### src/rtl/core/pat_pkg.sv
// pat_pkg: shared types, codes and the control store of the packed array table
// holds the opcode and status codes, the control word layout and the microprogram
// used by the datapath, the top level and the checker
package pat_pkg;

  localparam int OP_W     = 3;
  localparam int POS_W    = 6;
  localparam int VAL_W    = 32;
  localparam int STAT_W   = 3;
  localparam int SLOT_W   = 5;
  localparam int OCC_W    = 6;
  localparam int MAX_RESULTS = 32;
  localparam int N_W      = 6;
  localparam int UPC_W    = 5;

  typedef enum logic [OP_W-1:0] {
    OP_APPEND     = 3'd0,
    OP_LIST       = 3'd1,
    OP_INSERT     = 3'd2,
    OP_DEL_LAST   = 3'd3,
    OP_DEL_VALUE  = 3'd4,
    OP_SEARCH     = 3'd5
  } opcode_t;

  typedef enum logic [STAT_W-1:0] {
    ST_OK        = 3'd0,
    ST_FULL      = 3'd1,
    ST_EMPTY     = 3'd2,
    ST_NOT_FOUND = 3'd3,
    ST_BAD_POS   = 3'd4
  } status_t;

  typedef enum logic [1:0] {
    RD_NONE   = 2'd0,
    RD_AT_I   = 2'd1,
    RD_AT_IM1 = 2'd2
  } rd_sel_t;

  typedef enum logic [2:0] {
    WR_NONE       = 3'd0,
    WR_VAL_COUNT  = 3'd1,
    WR_VAL_POS    = 3'd2,
    WR_RD_I       = 3'd3,
    WR_RD_KEPT_NE = 3'd4
  } wr_sel_t;

  typedef enum logic [2:0] {
    I_HOLD  = 3'd0,
    I_ZERO  = 3'd1,
    I_COUNT = 3'd2,
    I_INC   = 3'd3,
    I_DEC   = 3'd4
  } i_op_t;

  typedef enum logic [1:0] {
    CNT_HOLD = 2'd0,
    CNT_INC  = 2'd1,
    CNT_DEC  = 2'd2,
    CNT_KEPT = 2'd3
  } cnt_op_t;

  typedef enum logic [1:0] {
    AUX_NONE   = 2'd0,
    AUX_CLR_KH = 2'd1,
    AUX_CLR_N  = 2'd2,
    AUX_HIT    = 2'd3
  } aux_op_t;

  typedef enum logic [1:0] {
    EM_NONE   = 2'd0,
    EM_STATUS = 2'd1,
    EM_LIST   = 2'd2,
    EM_MATCH  = 2'd3
  } emit_t;

  typedef enum logic [3:0] {
    C_NEVER     = 4'd0,
    C_ALWAYS    = 4'd1,
    C_FULL      = 4'd2,
    C_EMPTY     = 4'd3,
    C_POS_BAD   = 4'd4,
    C_I_LE_POS  = 4'd5,
    C_I_DONE    = 4'd6,
    C_KEPT_EQ   = 4'd7,
    C_HITS_ZERO = 4'd8,
    C_SCAN_END  = 4'd9
  } cond_t;

  typedef struct packed {
    logic             dispatch;
    rd_sel_t          rd_sel;
    wr_sel_t          wr_sel;
    i_op_t            i_op;
    cnt_op_t          cnt_op;
    aux_op_t          aux_op;
    emit_t            emit;
    status_t          status;
    cond_t            cond;
    logic [UPC_W-1:0] target;
  } ctl_t;

  typedef struct packed {
    logic full;
    logic empty;
    logic pos_bad;
    logic i_le_pos;
    logic i_done;
    logic kept_eq;
    logic hits_zero;
    logic scan_end;
    logic eq;
    logic last_list;
    logic last_match;
  } flags_t;

  typedef struct packed {
    logic [SLOT_W-1:0]       slot;
    logic signed [VAL_W-1:0] entry;
    logic [OCC_W-1:0]        occupancy;
  } view_t;

  // microprogram addresses
  localparam logic [UPC_W-1:0] S_IDLE    = 5'd0;
  localparam logic [UPC_W-1:0] S_E_OK    = 5'd1;
  localparam logic [UPC_W-1:0] S_E_FULL  = 5'd2;
  localparam logic [UPC_W-1:0] S_E_EMPTY = 5'd3;
  localparam logic [UPC_W-1:0] S_E_NF    = 5'd4;
  localparam logic [UPC_W-1:0] S_E_BAD   = 5'd5;
  localparam logic [UPC_W-1:0] S_A0      = 5'd6;
  localparam logic [UPC_W-1:0] S_A1      = 5'd7;
  localparam logic [UPC_W-1:0] S_D0      = 5'd8;
  localparam logic [UPC_W-1:0] S_D1      = 5'd9;
  localparam logic [UPC_W-1:0] S_I0      = 5'd10;
  localparam logic [UPC_W-1:0] S_I1      = 5'd11;
  localparam logic [UPC_W-1:0] S_I2      = 5'd12;
  localparam logic [UPC_W-1:0] S_I3      = 5'd13;
  localparam logic [UPC_W-1:0] S_I4      = 5'd14;
  localparam logic [UPC_W-1:0] S_V0      = 5'd15;
  localparam logic [UPC_W-1:0] S_V1      = 5'd16;
  localparam logic [UPC_W-1:0] S_V2      = 5'd17;
  localparam logic [UPC_W-1:0] S_V3      = 5'd18;
  localparam logic [UPC_W-1:0] S_V4      = 5'd19;
  localparam logic [UPC_W-1:0] S_S0      = 5'd20;
  localparam logic [UPC_W-1:0] S_S1      = 5'd21;
  localparam logic [UPC_W-1:0] S_S2      = 5'd22;
  localparam logic [UPC_W-1:0] S_S3      = 5'd23;
  localparam logic [UPC_W-1:0] S_S4      = 5'd24;
  localparam logic [UPC_W-1:0] S_S5      = 5'd25;
  localparam logic [UPC_W-1:0] S_L0      = 5'd26;
  localparam logic [UPC_W-1:0] S_L1      = 5'd27;
  localparam logic [UPC_W-1:0] S_L2      = 5'd28;

  localparam ctl_t CTL_NOP = '{
    dispatch: 1'b0,
    rd_sel:   RD_NONE,
    wr_sel:   WR_NONE,
    i_op:     I_HOLD,
    cnt_op:   CNT_HOLD,
    aux_op:   AUX_NONE,
    emit:     EM_NONE,
    status:   ST_OK,
    cond:     C_NEVER,
    target:   S_IDLE
  };

  function automatic logic [UPC_W-1:0] entry_step(input logic [OP_W-1:0] op);
    logic [UPC_W-1:0] s;
    case (op)
      OP_APPEND:    s = S_A0;
      OP_LIST:      s = S_L0;
      OP_INSERT:    s = S_I0;
      OP_DEL_LAST:  s = S_D0;
      OP_DEL_VALUE: s = S_V0;
      OP_SEARCH:    s = S_S0;
      default:      s = S_IDLE;
    endcase
    return s;
  endfunction

  function automatic ctl_t ucode(input logic [UPC_W-1:0] upc);
    ctl_t w;
    w = CTL_NOP;
    case (upc)
      S_IDLE: w.dispatch = 1'b1;
      // single-beat status results
      S_E_OK: begin
        w.emit = EM_STATUS; w.status = ST_OK; w.cond = C_ALWAYS; w.target = S_IDLE;
      end
      S_E_FULL: begin
        w.emit = EM_STATUS; w.status = ST_FULL; w.cond = C_ALWAYS; w.target = S_IDLE;
      end
      S_E_EMPTY: begin
        w.emit = EM_STATUS; w.status = ST_EMPTY; w.cond = C_ALWAYS; w.target = S_IDLE;
      end
      S_E_NF: begin
        w.emit = EM_STATUS; w.status = ST_NOT_FOUND; w.cond = C_ALWAYS;
        w.target = S_IDLE;
      end
      S_E_BAD: begin
        w.emit = EM_STATUS; w.status = ST_BAD_POS; w.cond = C_ALWAYS;
        w.target = S_IDLE;
      end
      // append
      S_A0: begin
        w.cond = C_FULL; w.target = S_E_FULL;
      end
      S_A1: begin
        w.wr_sel = WR_VAL_COUNT; w.cnt_op = CNT_INC; w.cond = C_ALWAYS; w.target = S_E_OK;
      end
      // delete last
      S_D0: begin
        w.cond = C_EMPTY; w.target = S_E_EMPTY;
      end
      S_D1: begin
        w.cnt_op = CNT_DEC; w.cond = C_ALWAYS; w.target = S_E_OK;
      end
      // insert at position, shifting from the top down
      S_I0: begin
        w.cond = C_FULL; w.target = S_E_FULL;
      end
      S_I1: begin
        w.i_op = I_COUNT; w.cond = C_POS_BAD; w.target = S_E_BAD;
      end
      S_I2: begin
        w.rd_sel = RD_AT_IM1; w.cond = C_I_LE_POS; w.target = S_I4;
      end
      S_I3: begin
        w.wr_sel = WR_RD_I; w.i_op = I_DEC; w.cond = C_ALWAYS; w.target = S_I2;
      end
      S_I4: begin
        w.wr_sel = WR_VAL_POS; w.cnt_op = CNT_INC; w.cond = C_ALWAYS; w.target = S_E_OK;
      end
      // delete by value with compaction
      S_V0: begin
        w.i_op = I_ZERO; w.aux_op = AUX_CLR_KH; w.cond = C_EMPTY; w.target = S_E_EMPTY;
      end
      S_V1: begin
        w.rd_sel = RD_AT_I; w.cond = C_I_DONE; w.target = S_V3;
      end
      S_V2: begin
        w.wr_sel = WR_RD_KEPT_NE; w.i_op = I_INC; w.cond = C_ALWAYS; w.target = S_V1;
      end
      S_V3: begin
        w.cond = C_KEPT_EQ; w.target = S_E_NF;
      end
      S_V4: begin
        w.cnt_op = CNT_KEPT; w.cond = C_ALWAYS; w.target = S_E_OK;
      end
      // search: count hits, then report them
      S_S0: begin
        w.i_op = I_ZERO; w.aux_op = AUX_CLR_KH; w.cond = C_EMPTY; w.target = S_E_EMPTY;
      end
      S_S1: begin
        w.rd_sel = RD_AT_I; w.cond = C_I_DONE; w.target = S_S3;
      end
      S_S2: begin
        w.aux_op = AUX_HIT; w.i_op = I_INC; w.cond = C_ALWAYS; w.target = S_S1;
      end
      S_S3: begin
        w.i_op = I_ZERO; w.aux_op = AUX_CLR_N; w.cond = C_HITS_ZERO; w.target = S_E_NF;
      end
      S_S4: begin
        w.rd_sel = RD_AT_I; w.cond = C_SCAN_END; w.target = S_IDLE;
      end
      S_S5: begin
        w.emit = EM_MATCH; w.i_op = I_INC; w.cond = C_ALWAYS; w.target = S_S4;
      end
      // list
      S_L0: begin
        w.i_op = I_ZERO; w.aux_op = AUX_CLR_N; w.cond = C_EMPTY; w.target = S_E_EMPTY;
      end
      S_L1: begin
        w.rd_sel = RD_AT_I; w.cond = C_SCAN_END; w.target = S_IDLE;
      end
      S_L2: begin
        w.emit = EM_LIST; w.i_op = I_INC; w.cond = C_ALWAYS; w.target = S_L1;
      end
      default: begin
        w.cond = C_ALWAYS; w.target = S_IDLE;
      end
    endcase
    return w;
  endfunction

endpackage

### src/rtl/core/pat_if.sv
// pat_if: request and result channels of the packed array table
// valid/ready handshake with payload; widths from pat_pkg

interface pat_in_if;
  logic                            valid;
  logic                            ready;
  logic [pat_pkg::OP_W-1:0]        opcode;
  logic [pat_pkg::POS_W-1:0]       position;
  logic signed [pat_pkg::VAL_W-1:0] operand;

  modport source (output valid, output opcode, output position, output operand,
                  input ready);
  modport sink (input valid, input opcode, input position, input operand,
                output ready);
endinterface

interface pat_out_if;
  logic                             valid;
  logic                             ready;
  logic [pat_pkg::STAT_W-1:0]       status;
  logic [pat_pkg::SLOT_W-1:0]       slot;
  logic signed [pat_pkg::VAL_W-1:0] entry;
  logic [pat_pkg::OCC_W-1:0]        occupancy;
  logic                             last;

  modport source (output valid, output status, output slot, output entry,
                  output occupancy, output last, input ready);
  modport sink (input valid, input status, input slot, input entry,
                input occupancy, input last, output ready);
endinterface

### src/rtl/core/pat_datapath.sv
// pat_datapath: entry memory, count, index registers and compare flags
// executes one control word per advancing cycle; types from pat_pkg
module pat_datapath #(
  parameter int DEPTH     = 32,
  parameter int WORD_BITS = 32
) (
  input  logic                             clk,
  input  logic                             rst,
  input  pat_pkg::ctl_t                    ctl,
  input  logic                             go,
  input  logic                             load,
  input  logic [pat_pkg::POS_W-1:0]        position,
  input  logic signed [pat_pkg::VAL_W-1:0] operand,
  output pat_pkg::flags_t                  flags,
  output pat_pkg::view_t                   view
);

  localparam int CW  = $clog2(DEPTH + 1);
  localparam int AW  = (DEPTH > 1) ? $clog2(DEPTH) : 1;
  localparam int M1  = (CW > pat_pkg::N_W) ? CW : pat_pkg::N_W;
  localparam int M2  = (M1 > pat_pkg::POS_W) ? M1 : pat_pkg::POS_W;
  localparam int XW  = M2 + 1;

  logic [WORD_BITS-1:0]       mem [DEPTH];
  logic [WORD_BITS-1:0]       val;
  logic [WORD_BITS-1:0]       rdata;
  logic [pat_pkg::POS_W-1:0]  pos;
  logic [CW-1:0]              count;
  logic [CW-1:0]              i;
  logic [CW-1:0]              kept;
  logic [CW-1:0]              hits;
  logic [pat_pkg::N_W-1:0]    n;

  logic [XW-1:0] count_x, i_x, hits_x, n_x, pos_x;
  logic          eq;
  logic          we;
  logic [AW-1:0] wa;
  logic [AW-1:0] ra;
  logic [WORD_BITS-1:0] wd;
  logic          n_inc;

  assign count_x = XW'(count);
  assign i_x     = XW'(i);
  assign hits_x  = XW'(hits);
  assign n_x     = XW'(n);
  assign pos_x   = XW'(pos);
  assign eq      = (rdata == val);
  assign n_inc   = go && (ctl.emit == pat_pkg::EM_LIST ||
                          (ctl.emit == pat_pkg::EM_MATCH && eq));

  always_comb begin
    flags.full       = (count_x >= XW'(DEPTH));
    flags.empty      = (count == '0);
    flags.pos_bad    = (pos_x > count_x);
    flags.i_le_pos   = (i_x <= pos_x);
    flags.i_done     = (i_x == count_x);
    flags.kept_eq    = (kept == count);
    flags.hits_zero  = (hits == '0);
    flags.scan_end   = (i_x == count_x) || (n_x == XW'(pat_pkg::MAX_RESULTS));
    flags.eq         = eq;
    flags.last_list  = (i_x + XW'(1) == count_x) ||
                       (n_x + XW'(1) == XW'(pat_pkg::MAX_RESULTS));
    flags.last_match = (n_x + XW'(1) == hits_x) ||
                       (n_x + XW'(1) == XW'(pat_pkg::MAX_RESULTS));
  end

  always_comb begin
    view.slot      = pat_pkg::SLOT_W'(i);
    view.entry     = pat_pkg::VAL_W'($signed(rdata));
    view.occupancy = pat_pkg::OCC_W'(count);
  end

  // memory port selection
  always_comb begin
    if (ctl.rd_sel == pat_pkg::RD_AT_IM1) begin
      ra = AW'(i - CW'(1));
    end else begin
      ra = AW'(i);
    end
    we = 1'b0;
    wa = AW'(i);
    wd = rdata;
    case (ctl.wr_sel)
      pat_pkg::WR_VAL_COUNT: begin
        we = 1'b1; wa = AW'(count); wd = val;
      end
      pat_pkg::WR_VAL_POS: begin
        we = 1'b1; wa = AW'(pos); wd = val;
      end
      pat_pkg::WR_RD_I: begin
        we = 1'b1; wa = AW'(i); wd = rdata;
      end
      pat_pkg::WR_RD_KEPT_NE: begin
        we = !eq; wa = AW'(kept); wd = rdata;
      end
      default: begin
        we = 1'b0;
      end
    endcase
  end

  always_ff @(posedge clk) begin
    if (go && we) begin
      mem[wa] <= wd;
    end
    if (go && ctl.rd_sel != pat_pkg::RD_NONE) begin
      rdata <= mem[ra];
    end
    if (load) begin
      val <= WORD_BITS'(operand);
      pos <= position;
    end
  end

  always_ff @(posedge clk) begin
    if (rst) begin
      count <= '0;
      i     <= '0;
      kept  <= '0;
      hits  <= '0;
      n     <= '0;
    end else if (go) begin
      case (ctl.i_op)
        pat_pkg::I_ZERO:  i <= '0;
        pat_pkg::I_COUNT: i <= count;
        pat_pkg::I_INC:   i <= i + CW'(1);
        pat_pkg::I_DEC:   i <= i - CW'(1);
        default:          i <= i;
      endcase
      case (ctl.cnt_op)
        pat_pkg::CNT_INC:  count <= count + CW'(1);
        pat_pkg::CNT_DEC:  count <= count - CW'(1);
        pat_pkg::CNT_KEPT: count <= kept;
        default:           count <= count;
      endcase
      case (ctl.aux_op)
        pat_pkg::AUX_CLR_KH: begin
          kept <= '0;
          hits <= '0;
        end
        pat_pkg::AUX_HIT: begin
          if (eq) begin
            hits <= hits + CW'(1);
          end
        end
        default: begin
        end
      endcase
      if (ctl.wr_sel == pat_pkg::WR_RD_KEPT_NE && !eq) begin
        kept <= kept + CW'(1);
      end
      if (ctl.aux_op == pat_pkg::AUX_CLR_N) begin
        n <= '0;
      end else if (n_inc) begin
        n <= n + pat_pkg::N_W'(1);
      end
    end
  end

endmodule

### src/rtl/core/packed_array_table_core.sv
// packed_array_table_core: packed table of signed words with append, insert,
// delete, search and list, run by a microprogram from pat_pkg over pat_datapath
//
//   channel | dir | beat payload                               | handshake
//   --------+-----+--------------------------------------------+------------
//   req     | in  | opcode, position, operand                  | valid/ready
//   rsp     | out | status, slot, entry, occupancy, last       | valid/ready
//
// one control word per cycle, except while the dispatch step waits on a request or a
// status or report step waits on a full result register; the entry memory needs a read
// step and a write or report step per entry touched. reset clears the step counter,
// count and result valid; entries hold no value until written and get no clearing
// pass. req is ready only in the dispatch step.
module packed_array_table_core #(
  parameter int DEPTH     = 32,
  parameter int WORD_BITS = 32
) (
  input logic       clk,
  input logic       rst,
  pat_in_if.sink    req,
  pat_out_if.source rsp
);

  logic [pat_pkg::UPC_W-1:0] upc;
  logic [pat_pkg::UPC_W-1:0] upc_next;
  pat_pkg::ctl_t             ctl;
  pat_pkg::flags_t           flags;
  pat_pkg::view_t            view;
  logic                      accept;
  logic                      out_free;
  logic                      go;
  logic                      jump;
  logic                      emit_fire;

  logic                             out_valid;
  logic [pat_pkg::STAT_W-1:0]       out_status;
  logic [pat_pkg::SLOT_W-1:0]       out_slot;
  logic signed [pat_pkg::VAL_W-1:0] out_entry;
  logic [pat_pkg::OCC_W-1:0]        out_occupancy;
  logic                             out_last;

  assign ctl       = pat_pkg::ucode(upc);
  assign req.ready = ctl.dispatch;
  assign accept    = req.valid && ctl.dispatch;
  assign out_free  = !out_valid || rsp.ready;
  assign go        = ctl.dispatch ? accept : (ctl.emit == pat_pkg::EM_NONE || out_free);
  assign emit_fire = go && (ctl.emit == pat_pkg::EM_STATUS || ctl.emit == pat_pkg::EM_LIST ||
                            (ctl.emit == pat_pkg::EM_MATCH && flags.eq));

  always_comb begin
    case (ctl.cond)
      pat_pkg::C_ALWAYS:    jump = 1'b1;
      pat_pkg::C_FULL:      jump = flags.full;
      pat_pkg::C_EMPTY:     jump = flags.empty;
      pat_pkg::C_POS_BAD:   jump = flags.pos_bad;
      pat_pkg::C_I_LE_POS:  jump = flags.i_le_pos;
      pat_pkg::C_I_DONE:    jump = flags.i_done;
      pat_pkg::C_KEPT_EQ:   jump = flags.kept_eq;
      pat_pkg::C_HITS_ZERO: jump = flags.hits_zero;
      pat_pkg::C_SCAN_END:  jump = flags.scan_end;
      default:              jump = 1'b0;
    endcase
  end

  always_comb begin
    if (!go) begin
      upc_next = upc;
    end else if (ctl.dispatch) begin
      upc_next = pat_pkg::entry_step(req.opcode);
    end else if (jump) begin
      upc_next = ctl.target;
    end else begin
      upc_next = upc + pat_pkg::UPC_W'(1);
    end
  end

  always_ff @(posedge clk) begin
    if (rst) begin
      upc <= pat_pkg::S_IDLE;
    end else begin
      upc <= upc_next;
    end
  end

  pat_datapath #(
    .DEPTH     (DEPTH),
    .WORD_BITS (WORD_BITS)
  ) u_datapath (
    .clk      (clk),
    .rst      (rst),
    .ctl      (ctl),
    .go       (go),
    .load     (accept),
    .position (req.position),
    .operand  (req.operand),
    .flags    (flags),
    .view     (view)
  );

  // result register
  always_ff @(posedge clk) begin
    if (rst) begin
      out_valid <= 1'b0;
    end else if (emit_fire) begin
      out_valid <= 1'b1;
    end else if (rsp.ready) begin
      out_valid <= 1'b0;
    end
  end

  always_ff @(posedge clk) begin
    if (emit_fire) begin
      out_occupancy <= view.occupancy;
      if (ctl.emit == pat_pkg::EM_STATUS) begin
        out_status <= ctl.status;
        out_slot   <= '0;
        out_entry  <= '0;
        out_last   <= 1'b1;
      end else begin
        out_status <= pat_pkg::ST_OK;
        out_slot   <= view.slot;
        out_entry  <= view.entry;
        out_last   <= (ctl.emit == pat_pkg::EM_LIST) ? flags.last_list : flags.last_match;
      end
    end
  end

  assign rsp.valid     = out_valid;
  assign rsp.status    = out_status;
  assign rsp.slot      = out_slot;
  assign rsp.entry     = out_entry;
  assign rsp.occupancy = out_occupancy;
  assign rsp.last      = out_last;

endmodule

### src/flat_wrapper.sv
// flat-port wrapper written by rule: the top's interface ports become plain ports
module packed_array_table_core_flat 
#(
  parameter int DEPTH     = 32,
  parameter int WORD_BITS = 32
)
  (clk, rst, req_valid, req_opcode, req_position, req_operand, req_ready, rsp_valid, rsp_status, rsp_slot, rsp_entry, rsp_occupancy, rsp_last, rsp_ready);
  pat_in_if req_i ();
  pat_out_if rsp_i ();
  input logic clk;
  input logic rst;
  input wire logic [$bits(req_i.valid)-1:0] req_valid;
  input wire logic [$bits(req_i.opcode)-1:0] req_opcode;
  input wire logic [$bits(req_i.position)-1:0] req_position;
  input wire logic [$bits(req_i.operand)-1:0] req_operand;
  output wire logic [$bits(req_i.ready)-1:0] req_ready;
  output wire logic [$bits(rsp_i.valid)-1:0] rsp_valid;
  output wire logic [$bits(rsp_i.status)-1:0] rsp_status;
  output wire logic [$bits(rsp_i.slot)-1:0] rsp_slot;
  output wire logic [$bits(rsp_i.entry)-1:0] rsp_entry;
  output wire logic [$bits(rsp_i.occupancy)-1:0] rsp_occupancy;
  output wire logic [$bits(rsp_i.last)-1:0] rsp_last;
  input wire logic [$bits(rsp_i.ready)-1:0] rsp_ready;
  assign req_i.valid = req_valid;
  assign req_i.opcode = req_opcode;
  assign req_i.position = req_position;
  assign req_i.operand = req_operand;
  assign req_ready = req_i.ready;
  assign rsp_valid = rsp_i.valid;
  assign rsp_status = rsp_i.status;
  assign rsp_slot = rsp_i.slot;
  assign rsp_entry = rsp_i.entry;
  assign rsp_occupancy = rsp_i.occupancy;
  assign rsp_last = rsp_i.last;
  assign rsp_i.ready = rsp_ready;
  packed_array_table_core #(.DEPTH(DEPTH), .WORD_BITS(WORD_BITS)) u_core (.clk(clk), .rst(rst), .req(req_i), .rsp(rsp_i));
endmodule
### config.mk
export PLATFORM = sky130hd
export DESIGN_NAME = packed_array_table_core_flat
export DESIGN_NICKNAME = d
export VERILOG_FILES = /design/src/rtl/core/pat_pkg.sv /design/src/rtl/core/pat_if.sv /design/src/rtl/core/pat_datapath.sv /design/src/rtl/core/packed_array_table_core.sv /design/src/flat_wrapper.sv
export SDC_FILE = /design/constraint.sdc
export NUM_CORES = 2
export LEC_CHECK = 0
export BUFFER_PORTS_ARGS = -buffer_cell sky130_fd_sc_hd__buf_2
export CAP_MARGIN = 20
export CORE_MARGIN = 3
export CORE_UTILIZATION = 50
export CTS_BUF_LIST = sky130_fd_sc_hd__clkbuf_2 sky130_fd_sc_hd__clkbuf_4 sky130_fd_sc_hd__clkbuf_8
export DETAILED_ROUTE_END_ITERATION = 8
export PLACE_DENSITY = 0.71
export SYNTH_ARGS = -nofsm -noshare
export SYNTH_HDL_FRONTEND = slang
export SYNTH_SLANG_ARGS = --single-unit
### constraint.sdc
create_clock -name clk -period 9.35 [get_ports clk]
set_clock_uncertainty 0.05 [all_clocks]
set_input_delay 1.87 -clock clk [delete_from_list [all_inputs] [get_ports clk]]
set_output_delay 1.87 -clock clk [all_outputs]
set_load 0.05 [all_outputs]
; ---- After elaboration in Yosys (flattened, before gate mapping)
; Memory sizes are Yosys's and may differ from the RTL's. A register that Yosys moved wholly into a read port is not among the register bits.
; Cells that the tools add are included.
[op_classes]
n_addsub = 10
mul = 0
div_mod_pow = 0
n_lt_le_gt_ge = 3
n_eq_ne = 68
shift = 0
mux = 31
bitwise_logic = 0
reduce_logical = 47
[op_table]
columns = op, count
row1 = $pmux W9 S16, 1
row2 = $eq A5 B5 Y1 const B, 13
row3 = $eq A5 B4 Y1 const B, 8
row4 = $pmux W3 S4, 3
row5 = $eq A32 B32 Y1, 1
row6 = $mux W32, 1
row7 = $add A6 B1 Y6 const B, 5
row8 = $mux W6, 5
row9 = $pmux W5 S6, 1
row10 = $pmux W6 S4, 1
row11 = $eq A5 B3 Y1 const B, 4
row12 = $reduce_or A4 Y1, 5
row13 = $eq A3 B2 Y1 const B, 6
row14 = $pmux W2 S3, 3
row15 = $pmux W6 S3, 1
row16 = $eq A4 B3 Y1 const B, 4
row17 = $mux W5, 3
row18 = $pmux W5 S3, 1
row19 = $add A6 B1 Y7 const B, 2
row20 = $eq A2 B2 Y1 const B, 7
row21 = $eq A7 B6 Y1, 2
row22 = $eq A3 B3 Y1 const B, 4
row23 = $eq A6 B6 Y1, 2
row24 = $logic_not A6 Y1, 2
row25 = 34 further kinds, 74
[word_totals]
regBits = 121
latchBits = 0
mem_bits_rw = 1024
rom_bits = 0
input_bits = 45
out_inout_bits = 49
word_cells = 174
memories = 1
[mem_list]
columns = name, depth, width, read_ports, rd_clocked_by_memory_dff, write_ports, line_no
row1 = u_core.u_datapath.mem, 32, 32, 1, 1, 1, pat_datapath.sv:24  ; logic [WORD_BITS-1:0] mem [DEPTH];

; ---- Longest topological paths before layout
[logic_depth]
depth_word = 9
mapped_depth = 18
mapped_depth_nobuf = 16

; ---- Modules after synthesis
; A second synthesis with hierarchy kept.
[unflattened]
hier_cells = 2654
hier_area_um2 = 48223.8
[by_module_without_submodules]
columns = module, instances, cells_per_inst, area_each_um2, seq_area_each_um2
row1 = pat_datapath, 1, 2363, 45108.3, 33452.1
row2 = packed_array_table_core, 1, 291, 3115.5, 1531.5

; ---- Least setup slack after synthesis
; OpenSTA, ideal clock, no wires.
[synth_path]
kind = input-to-reg
start = input port rsp_ready
end = register u_core.out_entry (netlist bit u_core.rsp.entry[0]), enable pin
setup_time_ns = 0.469
arrival_ns = 4.550
t_required_ns = 8.831
path_slack_ns = 4.281
stages = 3
n_path_buf = 0
path_cell_list = or3b_2 mux2i_1 a21oi_1
[synth_via]
elab_chain_len = 4
[synth_lines]
columns = element, line_no
row1 = "start, declared", flat_wrapper.sv:23  ; input wire logic [$bits(rsp_i.ready)-1:0] rsp_ready;
row2 = $logic_or A1 B1 Y1, packed_array_table_core.sv:45  ; assign out_free = !out_valid || rsp.ready;
row3 = $logic_or A1 B1 Y1, packed_array_table_core.sv:46  ; assign go = ctl.dispatch ? accept : (ctl.emit == pat_pkg::EM_NONE || out_free);
row4 = $mux W1, packed_array_table_core.sv:46
row5 = $logic_and A1 B1 Y1, packed_array_table_core.sv:47  ; assign emit_fire = go && (ctl.emit == pat_pkg::EM_STATUS || ctl.emit == pat_pkg::EM_LIST ||
row6 = via u_core.emit_fire, packed_array_table_core.sv:33  ; logic emit_fire;
row7 = "end signal, assigned", packed_array_table_core.sv:122  ; out_entry <= view.entry;
row8 = "end, declared", packed_array_table_core.sv:38  ; logic signed [pat_pkg::VAL_W-1:0] out_entry;
; The timed path passes the listed nets, and every way through them passes these cells.
; A chain may end at the register's enable or synchronous reset.

; ---- Final worst setup path
[layout_path]
start = register u_core.upc[0] (netlist name)
end = memory u_core.u_datapath.mem[5][23], enable pin
[layout_via]
elab_chain_len = 9
word_cells_on_any_way = 30
classes_between = 15 x eq/ne / 8 x mux / 7 x reduce/logical
[layout_lines]
columns = element, line_no
row1 = "start, declared", packed_array_table_core.sv:24  ; logic [pat_pkg::UPC_W-1:0] upc;
row2 = "start signal, assigned", packed_array_table_core.sv:79  ; upc <= pat_pkg::S_IDLE;
row3 = "start signal, assigned", packed_array_table_core.sv:81  ; upc <= upc_next;
row4 = "parallel branches: the longest is 9 deep, another holds $eq A5 B5 Y1", -
row5 = "end, declared", pat_datapath.sv:24
; Several ways; the timed one is not identified.

==> qor.yml <==
grt:
  grt-ovfl-total: 0
  grt_max_degree: 160
  met2_usage: 0.361
  grt_use_total: 0.235
  grt_antenna_before_repair: 2
  grt_use_met1: 0.327
  grt.busiest_layer: "met2"
  grt_pass1_wl_um: 167000
  grt_pass1_vias: 24600
  met3_usage: 0.0620
final_layout:
  stdcell_count: 3922
  drive_above_1_share: 0.323
  syn_to_final_growth_pct: 12.2
  fillCellCount: 6762
  layout.nets: 2605
  fin_area_mm2: 0.0533
routing:
  wl_per_cell_um: 29.2
  drt_iter0_drc: 3104
  vias_per_cell: 6.21
  drt_first_pass_iters: 5
  via_count: 24300
  remaining_drc_errors: 0
  ant_nets: 0
  drt-total-wl_um: 114000
floorplan:
  pin_count: 94
  die_height_um: 314
  die_area_mm2: 0.0989
  core_region_area_mm2: 0.0937
  initial_core_util: 0.507
  rows: 112
  die_w_um: 314
worst_setup_path:
  r2r_cells: 11
  crit_path_start_kind: "flip-flop"
  reg2reg_to: "u_core.u_datapath.mem[5][23]$_DFFE_PP_"
  r2r_setup_slack_ns: 3.93
  cp.arrival_ns: 5.85
  end_kind: "flip-flop"
  slowest_delay_ns: 0.96
  r2r_start: "u_core.upc[0]$_SDFFE_PP0P_"
  crit_chain: "ha_1 -> nand2b_1 -> o21a_1 -> nor2_4 -> buf_4 -> nand2b_1 -> nand2_1 -> o21ai_0 -> nand3_1 -> nor2_4 -> buf_4"
  path_class: "flip-flop to flip-flop"
  crit_required_ns: 9.77
  path_max_fanout: 33
  crit_path_top_delay_cell: "nor2_4"
clock_tree:
  post-cts-setup-buffers: 0
  cts_buffers: 179
  post_cts_resized: 0
  htreeDepth: 4
  path_clk_slew_ns: 0.06
  root_buffer: "clkbuf_8"
  cts_tree: "built"
  cts_hold_buf: 0
  clock_path_buffers: 3
  clkSinkCount: 1177
  clock_latency_ns: 0.84
yosys:
  yosysTopAreaCell: "edfxtp_1"
  synthTopCellsByCount: "edfxtp_1 (1,141), mux4_2 (320), nor2_1 (89)"
  synth.area.top_cells: "edfxtp_1 (72%), mux4_2 (15%), mux2_2 (1.6%)"
  yosys_warnings: 0
  ys_types: 65
  synth.cell_area_mm2: 0.0476
  synth_async_sr_flop_share: 0
  yosysMostFrequentCell: "edfxtp_1"
  ys.flop_type: "edfxtp_1"
  syn_nets: 2400
  avgSynthCellArea_um2: 20.5
  yosys.area.top_type_share: 0.720
  syn_inst: 2322
  yosysSeqAreaShare: 0.736
  synth_edf_count: 1141
  synth-seq-cells: 1177
min_path:
  hold_end: "u_core.u_datapath.n[5]$_SDFFE_PP0P_"
  min_from: "u_core.u_datapath.n[5]$_SDFFE_PP0P_"
  hold_class: "flip-flop to flip-flop"
  whs_path_depth: 2
placement:
  place_congestion: 0.854
  dp_cells: 3598
  dpl.hpwl_um: 63300
  portBuffers: 93
  place_area_mm2: 0.0498
run_status:
  outcome: "finished, final reports clean"
timing:
  slew_headroom: 0.115
  fin_setup_tns_ns: 0
  rsz0062_at_grt: "false"
  fmax_mhz: 184
  final_hold_viol_count: 0
  worst_pin_slew_ns: 1.33
  finalSetupViolCount: 0
  fin_crit_ns: 5.42
  slew_violations: 0
  post-route-period-util: 0.580
power_and_ir_drop:
  clkPwrFrac: 0.327
  p_per_area_mw_per_mm2: 240
  p_sw_mw: 3.63
  vdd_drop_max_mv: 0.185
  intPower_mw: 9.15
  p_comb_frac: 0.181
  power_leakage_nw: 17.5
  power.share.sequential: 0.492
  switching_share: 0.284
flow_run:
  maxCapViolCount: 0
[critical path, delay by kind of cell, from the launching register on]
family	cells	cell delay, ns
adder cells (fa/ha/maj)	1	0.63
AND/OR/NAND/NOR	6	2.57
buffers and inverters	2	1.00
AO/OA/AOI/OAI	2	0.36
flip-flops	1	0.43
[final cells by class]
type / instances / area, µm² / share of cell area
multi-input combinational: 990 / 12200 / 0.230
inverter: 34 / 128 / 0.00239
clock inverter: 88 / 654 / 0.0123
timing repair buffer: 145 / 891 / 0.0167
sequential: 1177 / 35000 / 0.656
antenna: 1 / 2.50 / 0.0000469
tap: 1254 / 1570 / 0.0294
clock buffer: 233 / 2870 / 0.0538
[worst max path at each step]
stage,slack (ns),endpoint,start
after floorplan,4.28,u_core.rsp.entry[0]$_SDFFCE_PN0P_,rsp_ready
after global placement,4.19,u_core.u_datapath.mem[30][5]$_DFFE_PP_,u_core.upc[0]$_SDFFE_PP0P_
after detailed placement,4.06,u_core.u_datapath.mem[5][20]$_DFFE_PP_,u_core.upc[0]$_SDFFE_PP0P_
after CTS,4.02,u_core.u_datapath.mem[5][20]$_DFFE_PP_,u_core.upc[0]$_SDFFE_PP0P_
after global routing,3.66,u_core.u_datapath.mem[5][21]$_DFFE_PP_,u_core.upc[0]$_SDFFE_PP0P_
final,3.93,u_core.u_datapath.mem[5][23]$_DFFE_PP_,u_core.upc[0]$_SDFFE_PP0P_
[cell families after synthesis]
kind of cell               Yosys count  synth area share
DFF                               1177             0.736
muxes                              401             0.170
and+or+nand+nor                    310            0.0333
AOI/OAI and AO/OA                  171            0.0234
buffers and inverters              155            0.0145
xor gates and xnor gates            75            0.0140
adders and majority gates           33           0.00884
[power groups by stage]
stage	clock network (mW)	registers, mW	logic, mW
after floorplan	0	6.63	1.36
after global placement	0	6.39	2.27
after detailed placement	0	6.39	2.31
after CTS	4.25	6.29	2.32
after global routing	4.50	6.30	2.46
final	4.18	6.29	2.31
[routing by layer]
metal  routed length [µm]  share of wire  up-vias
li1                     -              -    10000
met1                44800           0.39    12700
met2                54100           0.47     1385
met3                11800           0.10      230
met4                 3740          0.033        0
met5                    0              0        -
[per-stage QoR]
stage | setup slack [ns] | power (mW) | utilization | hold slack, ns
CTS | 4.02 | 12.9 | 0.569 | 0.453
floorplan | 4.28 | 7.99 | - | 0.356
finish | 3.93 | 12.8 | 0.569 | 0.454
global placement | 4.19 | 8.66 | 0.531 | 0.442
detailed placement | 4.06 | 8.71 | 0.531 | 0.445
global route | 3.66 | 13.3 | 0.569 | 0.489
[layout by cell type (no fill, tap or decap), types with 47 or more instances in the layout]
master / netlist / final
edfxtp_1: 1141 / 1141
clkbuf_4: 0 / 55
buf_4: 15 / 47
nand2_1: 51 / 51
buf_2: 23 / 94
clkbuf_8: 0 / 179
mux2_2: 69 / 69
nor2_1: 89 / 55
mux4_2: 320 / 320
xor2_1: 58 / 55
[flip-flops by register name (all words and copies together) (netlist names), 32 cells and up]
register	flops
u_core.u_datapath.mem	1024
u_core.u_datapath.rdata	32
u_core.rsp.entry	32
u_core.u_datapath.val	32
Power figures use the tool's default switching activity.
